File: src/rtl/cle_pkg.sv
// Shared types and constants for the circular list engine.
`default_nettype none
package cle_pkg;
   localparam int CAPACITY_DEF = 64;
   localparam int FUNC_W = 3;
   localparam int NAME_W = 64;
   localparam int COUNT_W = 16;
   localparam int SIZE_W = 7;

   typedef enum logic [2:0] {
      FN_INSERT = 3'd0,
      FN_REMOVE = 3'd1,
      FN_ADVANCE = 3'd2,
      FN_SEEK = 3'd3,
      FN_READ = 3'd4
   } func_type;

   typedef struct packed {
      logic [FUNC_W-1:0] func;
      logic [NAME_W-1:0] name_key;
      logic signed [COUNT_W-1:0] count;
   } req_type;

   typedef struct packed {
      logic ok;
      logic [NAME_W-1:0] name_out;
      logic [SIZE_W-1:0] list_size;
   } rsp_type;

   typedef enum logic [3:0] {
      ST_IDLE,
      ST_MOD,
      ST_WALK,
      ST_RDNEXT,
      ST_INS_FREE,
      ST_INS_LINK,
      ST_REM_HEAD,
      ST_REM_LINK,
      ST_SEEK_RD,
      ST_SEEK_CMP,
      ST_READ_NAME,
      ST_DONE
   } state_type;
endpackage
`default_nettype wire

File: src/rtl/cle_front.sv
// Front end: accepts requests into a two-entry queue.
`default_nettype none
module cle_front (
   input wire logic clock,
   input wire logic reset,
   input wire logic in_valid,
   output logic in_ready,
   input wire cle_pkg::req_type in_data,
   output logic q_valid,
   input wire logic q_pop,
   output cle_pkg::req_type q_data
);
   import cle_pkg::*;
   req_type buf_ff [2];
   logic wr_ptr_ff, rd_ptr_ff;
   logic [1:0] cnt_ff;
   logic push;
   assign in_ready = (cnt_ff != 2'd2);
   assign push = in_valid && in_ready;
   assign q_valid = (cnt_ff != 2'd0);
   assign q_data = buf_ff[rd_ptr_ff];
   always_ff @(posedge clock) begin
      if (push) buf_ff[wr_ptr_ff] <= in_data;
      if (reset) begin
         wr_ptr_ff <= 1'b0;
         rd_ptr_ff <= 1'b0;
         cnt_ff <= 2'd0;
      end else begin
         if (push) wr_ptr_ff <= !wr_ptr_ff;
         if (q_pop) rd_ptr_ff <= !rd_ptr_ff;
         cnt_ff <= cnt_ff + {1'b0, push} - {1'b0, q_pop};
      end
   end
endmodule
`default_nettype wire

File: config.mk
export PLATFORM = sky130hd
export DESIGN_NAME = cle_front
export DESIGN_NICKNAME = d
export VERILOG_FILES = /design/src/rtl/cle_pkg.sv /design/src/rtl/cle_front.sv
export SDC_FILE = /design/constraint.sdc
export NUM_CORES = 1
export LEC_CHECK = 0
export ABC_AREA = 1
export BUFFER_PORTS_ARGS = -buffer_cell sky130_fd_sc_hd__buf_2
export CORE_MARGIN = 5
export CORE_UTILIZATION = 47
export DETAILED_ROUTE_END_ITERATION = 8
export HOLD_SLACK_MARGIN = 0.1
export PLACE_DENSITY = 0.75
export RECOVER_POWER = 100
export SLEW_MARGIN = 20
export SYNTH_ARGS = -nofsm -noshare
export SYNTH_HDL_FRONTEND = slang
export SYNTH_SLANG_ARGS = --single-unit
File: constraint.sdc
create_clock -name clock -period 5.4 [get_ports clock]
set_input_delay 1.08 -clock clock [delete_from_list [all_inputs] [get_ports clock]]
set_output_delay 1.08 -clock clock [all_outputs]
set_load 0.02 [all_outputs]
==> results of run 1 <==
-- how the worst min path moves through the flow --
stage          cells after the start       from   endpoint  slack [ns]
3_3_place_gp                       2  rd_ptr_ff  rd_ptr_ff        0.50
2_1_floorplan                      2  wr_ptr_ff  wr_ptr_ff        0.45
6_report                           2  wr_ptr_ff  wr_ptr_ff        0.49
3_5_place_dp                       2  rd_ptr_ff  flip-flop        0.50
4_1_cts                            2  rd_ptr_ff  flip-flop        0.52
5_1_grt                            2  wr_ptr_ff  wr_ptr_ff        0.52
-- routing by layer --
layer,vias to the layer above,global-route usage
met5,-,0
met3,14,0.0592
met4,0,0.0518
met2,118,0.234
li1,1500,-
met1,1572,0.150
-- sequential cells by signal, summed over array words and instances, names as in the netlist, named ones only --
signal     cells
rd_ptr_ff      1
cnt_ff         2
buf_ff       166
wr_ptr_ff      1
-- worst min-delay path: stages (launching register included) --
cell and delay (ns):
dfxtp_1 0.32, nand2_1 0.07, a21oi_1 0.05
-- power by group --
group	internal [mW]	leakage (nW)	switching [mW]
registers	1.59	1.59	0.0355
clock network	0.674	0.268	0.463
logic	0.146	0.916	0.270
total	2.41	2.77	0.769
-- cells by family (layout without fill, tap and decap cells) --
family,count (synthesis),in the layout,synth area share
adders and majority gates,1,1,0.00191
DFF,171,171,0.775
muxes,83,83,0.182
xor gates and xnor gates,2,2,0.00267
AOI/OAI and AO/OA,2,2,0.00153
buffers and inverters,15,214,0.0273
and+or+nand+nor,16,16,0.00953
-- stage by stage --
step           utilization  instance area, um^2  total power [mW]  setup slack [ns]  hold WS (ns)
2_1_floorplan            -                 6560              2.01             0.180         0.448
3_3_place_gp         0.549                 7560              2.14              2.40         0.497
3_5_place_dp         0.549                 7560              2.16              2.40         0.499
4_1_cts              0.589                 8120              3.30              1.93         0.520
5_1_grt              0.563                 7760              3.32              1.42         0.521
6_report             0.563                 7760              3.18              1.62         0.486
-- cell type report --
type / count / area [um^2] / area share
tap: 180 / 225 / 0.0290
timing repair buffer: 176 / 813 / 0.105
sequential: 171 / 5090 / 0.656
inverter: 6 / 22.5 / 0.00290
multi-input combinational: 104 / 1050 / 0.135
clock buffer: 19 / 433 / 0.0558
clock inverter: 13 / 128 / 0.0164
-- synthesized netlist by cell type --
cell type / number / area share
dfxtp_1: 5 / 0.015
buf_6: 1 / 0.0017
nand2_1: 8 / 0.0046
xnor2_1: 2 / 0.0027
buf_12: 7 / 0.021
nand3_1: 2 / 0.0015
a21oi_1: 2 / 0.0015
ha_1: 1 / 0.0019
inv_1: 6 / 0.0034
mux2_4: 70 / 0.16
buf_2: 1 / 0.00076
edfxtp_1: 166 / 0.76
nor2_1: 6 / 0.0034
mux2_2: 13 / 0.022
==> out/qor.yml, run 1 <==
status: "finished, violations left"
violations: "capacitance limit, slew limit"
tightest_slew_ns: 2.70
yosys_register_bits: 171
cts-root-buf: "clkbuf_16"
ctsResizeCount: 0
ant_nets: 0
cap_violations: 2
grt_usage: 0.137
slowest_stage: "clkbuf_1"
r2r_cells: 5
synthesis.nets: 378
post-route-min-period_ns: 3.78
cts_setup_buffers: 0
cp_max_fo: 46
cp.depth: 3
crit_buf_inv: 2
path_clk_slew_ns: 0.06
top_layer: "met4"
worst_ep_arrival_time_ns: 2.70
coreArea_um2: 13800
met1Wirelength_um: 4320
syn_area_per_cell_um2: 22.6
layoutNonFillerInstCount: 669
ys_seq_area_frac: 0.775
setup_tns_ns: 0
clockBufferDepth: 2
wl_met3_um: 889
cp_top_family: "buffers and inverters"
max-vdd-ir-drop_mv: 0.281
dp.cells: 637
clock_latency_ns: 0.42
finalMaxSlewViolations: 60
die_w_um: 128
r2r-end: "buf_ff[1][69]"
r2r-start: "cnt_ff[0]"
hp-class: "flip-flop to flip-flop"
nNetsFinal: 564
gp_congestion: 0.740
antenna_found_initial: 0
cp-endpoint: "q_data[77]"
drc: 0
yosys_warnings: 0
grt_pass1_wl_um: 16800
area_delta_synth_final_pct: 18.2
synth_area_um2: 6560
fin_worst_skew_ns: 0.00937
cpPeakStageDelay_ns: 0.91
slew_headroom: -0.806
grt_max_degree: 54
required_ns: 4.32
route.met2.wl_um: 5710
holdBufCountCts: 0
detail_route.vias_per_cell: 4.79
crit_type: "flip-flop to output pin"
overflow: 0
clock-sinks: 171
syn-instance-count: 290
routed_wl_um: 11100
rows: 43
insertedDiodeCount: 0
cts_max_level: 4
power.density_nw_per_um2: 409
finalHoldViolCount: 0
power.leakage_nw: 2.77
vias: 3204
drt-initial-drc-count: 133
dpl.hpwl_um: 7540
drtPass1Iterations: 4
die_area_um2: 16400
r2r_slack_ns: 1.99
die_h_um: 128
setup_violations: 0
rsz0062_at_grt: "no"
endpoint_kind: "output pin"
cp_cell_sequence: "clkbuf_1, mux2_1, buf_2"
cts_inserted_buffers: 17
numPortBuffers: 171
fmax_mhz: 265
first_global_vias: 3395
layout_common_cells: "edfxtp_1 (166), buf_2 (103), clkbuf_1 (71), mux2_1 (66), clkbuf_16 (17)"
start_util: 0.477
drive_gt1_frac: 0.311
worstSetupStartpointType: "flip-flop"
num-fill-cells: 1158
ys_types: 14
tritoncts: "done"
layout_commonest_cell: "edfxtp_1"
io_pins: 172
wl_per_cell_um: 16.6
fin_crit_sh: 0.699
Note: power is estimated with default switching activity, not from simulation.
==> run 2: changes to the inputs <==
Settings changed: CORE_UTILIZATION 47 to 50, PLACE_DENSITY 0.75 to 0.76.
Clock period 5.4 ns to 3.8 ns, I/O delays scaled along.
==> out/qor.yml, run 2 (synthesized netlist as in run 1, its figures left out) <==
coreArea_um2: 12700
nNetsFinal: 565
setup_violations: 0
cts_setup_buffers: 0
drive_gt1_frac: 0.318
required_ns: 3.04
detail_route.vias_per_cell: 4.81
status: "finished, violations left"
ctsResizeCount: 0
wl_per_cell_um: 17.3
holdBufCountCts: 0
crit_type: "flip-flop to output pin"
setup_slack_ns: 0.888
worstSetupStartpointType: "flip-flop"
largest_reg_flops: 166
clock-sinks: 171
dp.cells: 630
grt_usage: 0.149
largest_register: "buf_ff"
area_delta_synth_final_pct: 18.1
antenna_found_initial: 0
drc: 0
worst_ep_arrival_time_ns: 2.15
r2r-start: "cnt_ff[0]"
vias: 3185
die_area_um2: 15500
start_util: 0.516
fin_worst_skew_ns: 0.00373
path_clk_slew_ns: 0.06
rows: 41
numPortBuffers: 171
reg_top3: "buf_ff x166, cnt_ff x2"
ant_nets: 0
cp_max_fo: 25
final_cell_area_um2: 7750
fin_crit_sh: 0.766
drtPass1Iterations: 4
io_pins: 172
grt_max_degree: 49
cts_max_level: 4
post-route-util: 0.609
dpl.hpwl_um: 7920
max-vdd-ir-drop_mv: 0.335
layout_common_cells: "edfxtp_1 (166), buf_2 (92), clkbuf_1 (85), mux2_1 (49), mux2_4 (21)"
num-fill-cells: 1040
pre_cts_ws_ns: 1.38
power.leakage_nw: 2.78
insertedDiodeCount: 0
clock_latency_ns: 0.42
fmax_mhz: 343
violations: "capacitance limit, slew limit"
placed_cell_area_um2: 7550
clockBufferDepth: 2
die_w_um: 125
endpoint_kind: "output pin"
routed_wl_um: 11500
first_global_vias: 3459
post-route-min-period_ns: 2.91
finalMaxSlewViolations: 72
hold_start: "wr_ptr_ff"
die_h_um: 125
layout_commonest_cell: "edfxtp_1"
tightest_slew_ns: 2.01
drt-initial-drc-count: 214
overflow: 0
tritoncts: "done"
cts_inserted_buffers: 17
hp-class: "flip-flop to flip-flop"
rsz0062_at_grt: "no"
finalHoldViolCount: 0
cap_violations: 2
layoutNonFillerInstCount: 662
gp_congestion: 0.742
power.density_nw_per_um2: 565
cts-root-buf: "clkbuf_16"
slew_headroom: -0.339
grt_pass1_wl_um: 17900
-- run 2: cell count changes in the layout (fill, tap and decap cells not counted), sizes merged --
cell    before  now
bufinv       2    0
buf        107   94
clkbuf      88  105
clkinv       8    7
-- run 2: through the flow --
step                      TNS, ns  hold slack [ns]  power (mW)
after global routing            0            0.506        4.58
after global placement          0            0.499        3.05
after CTS                       0            0.506        4.52
final                           0            0.520        4.38
after detailed placement        0            0.516        3.07
after floorplan           -182.65            0.448        2.86
-- run 2: final timing paths --
kind / to / slack, ns / cells after the start
worst max-delay path: q_data[54] / 0.89 / 3
worst max register to register: buf_ff[0][65] / 1.08 / 5
worst min-delay path: wr_ptr_ff / 0.52 / 2
worst min register to register: wr_ptr_ff / 0.52 / 2
-- run 2: cell type report --
class / count / area, um^2 / area share
Timing Repair Buffer: 177 / 800 / 0.103
Multi-Input combinational cell: 104 / 1130 / 0.146
Sequential cell: 171 / 5090 / 0.656
Clock inverter: 10 / 52.6 / 0.00678
Inverter: 6 / 22.5 / 0.00290
Tap cell: 172 / 215 / 0.0278
Clock buffer: 22 / 444 / 0.0573
-- run 2: routing by layer --
| metal | part of all wire | GRT usage |
|---|---|---|
| met5 | 0 | 0 |
| met2 | 0.49 | 0.244 |
| met3 | 0.093 | 0.0617 |
| met1 | 0.40 | 0.175 |
| met4 | 0.015 | 0.0619 |
-- run 2: worst max-delay path: stages (launching register included) --
cell and delay [ns]:
dfxtp_4 0.59, clkbuf_2 0.57, mux2_1 0.40, buf_2 0.17
-- run 2: where the power goes --
part	internal, mW	switching [mW]	leakage (nW)
clock network	0.820	0.632	0.234
registers	2.26	0.0464	1.59
logic	0.223	0.398	0.954
total	3.30	1.08	2.78
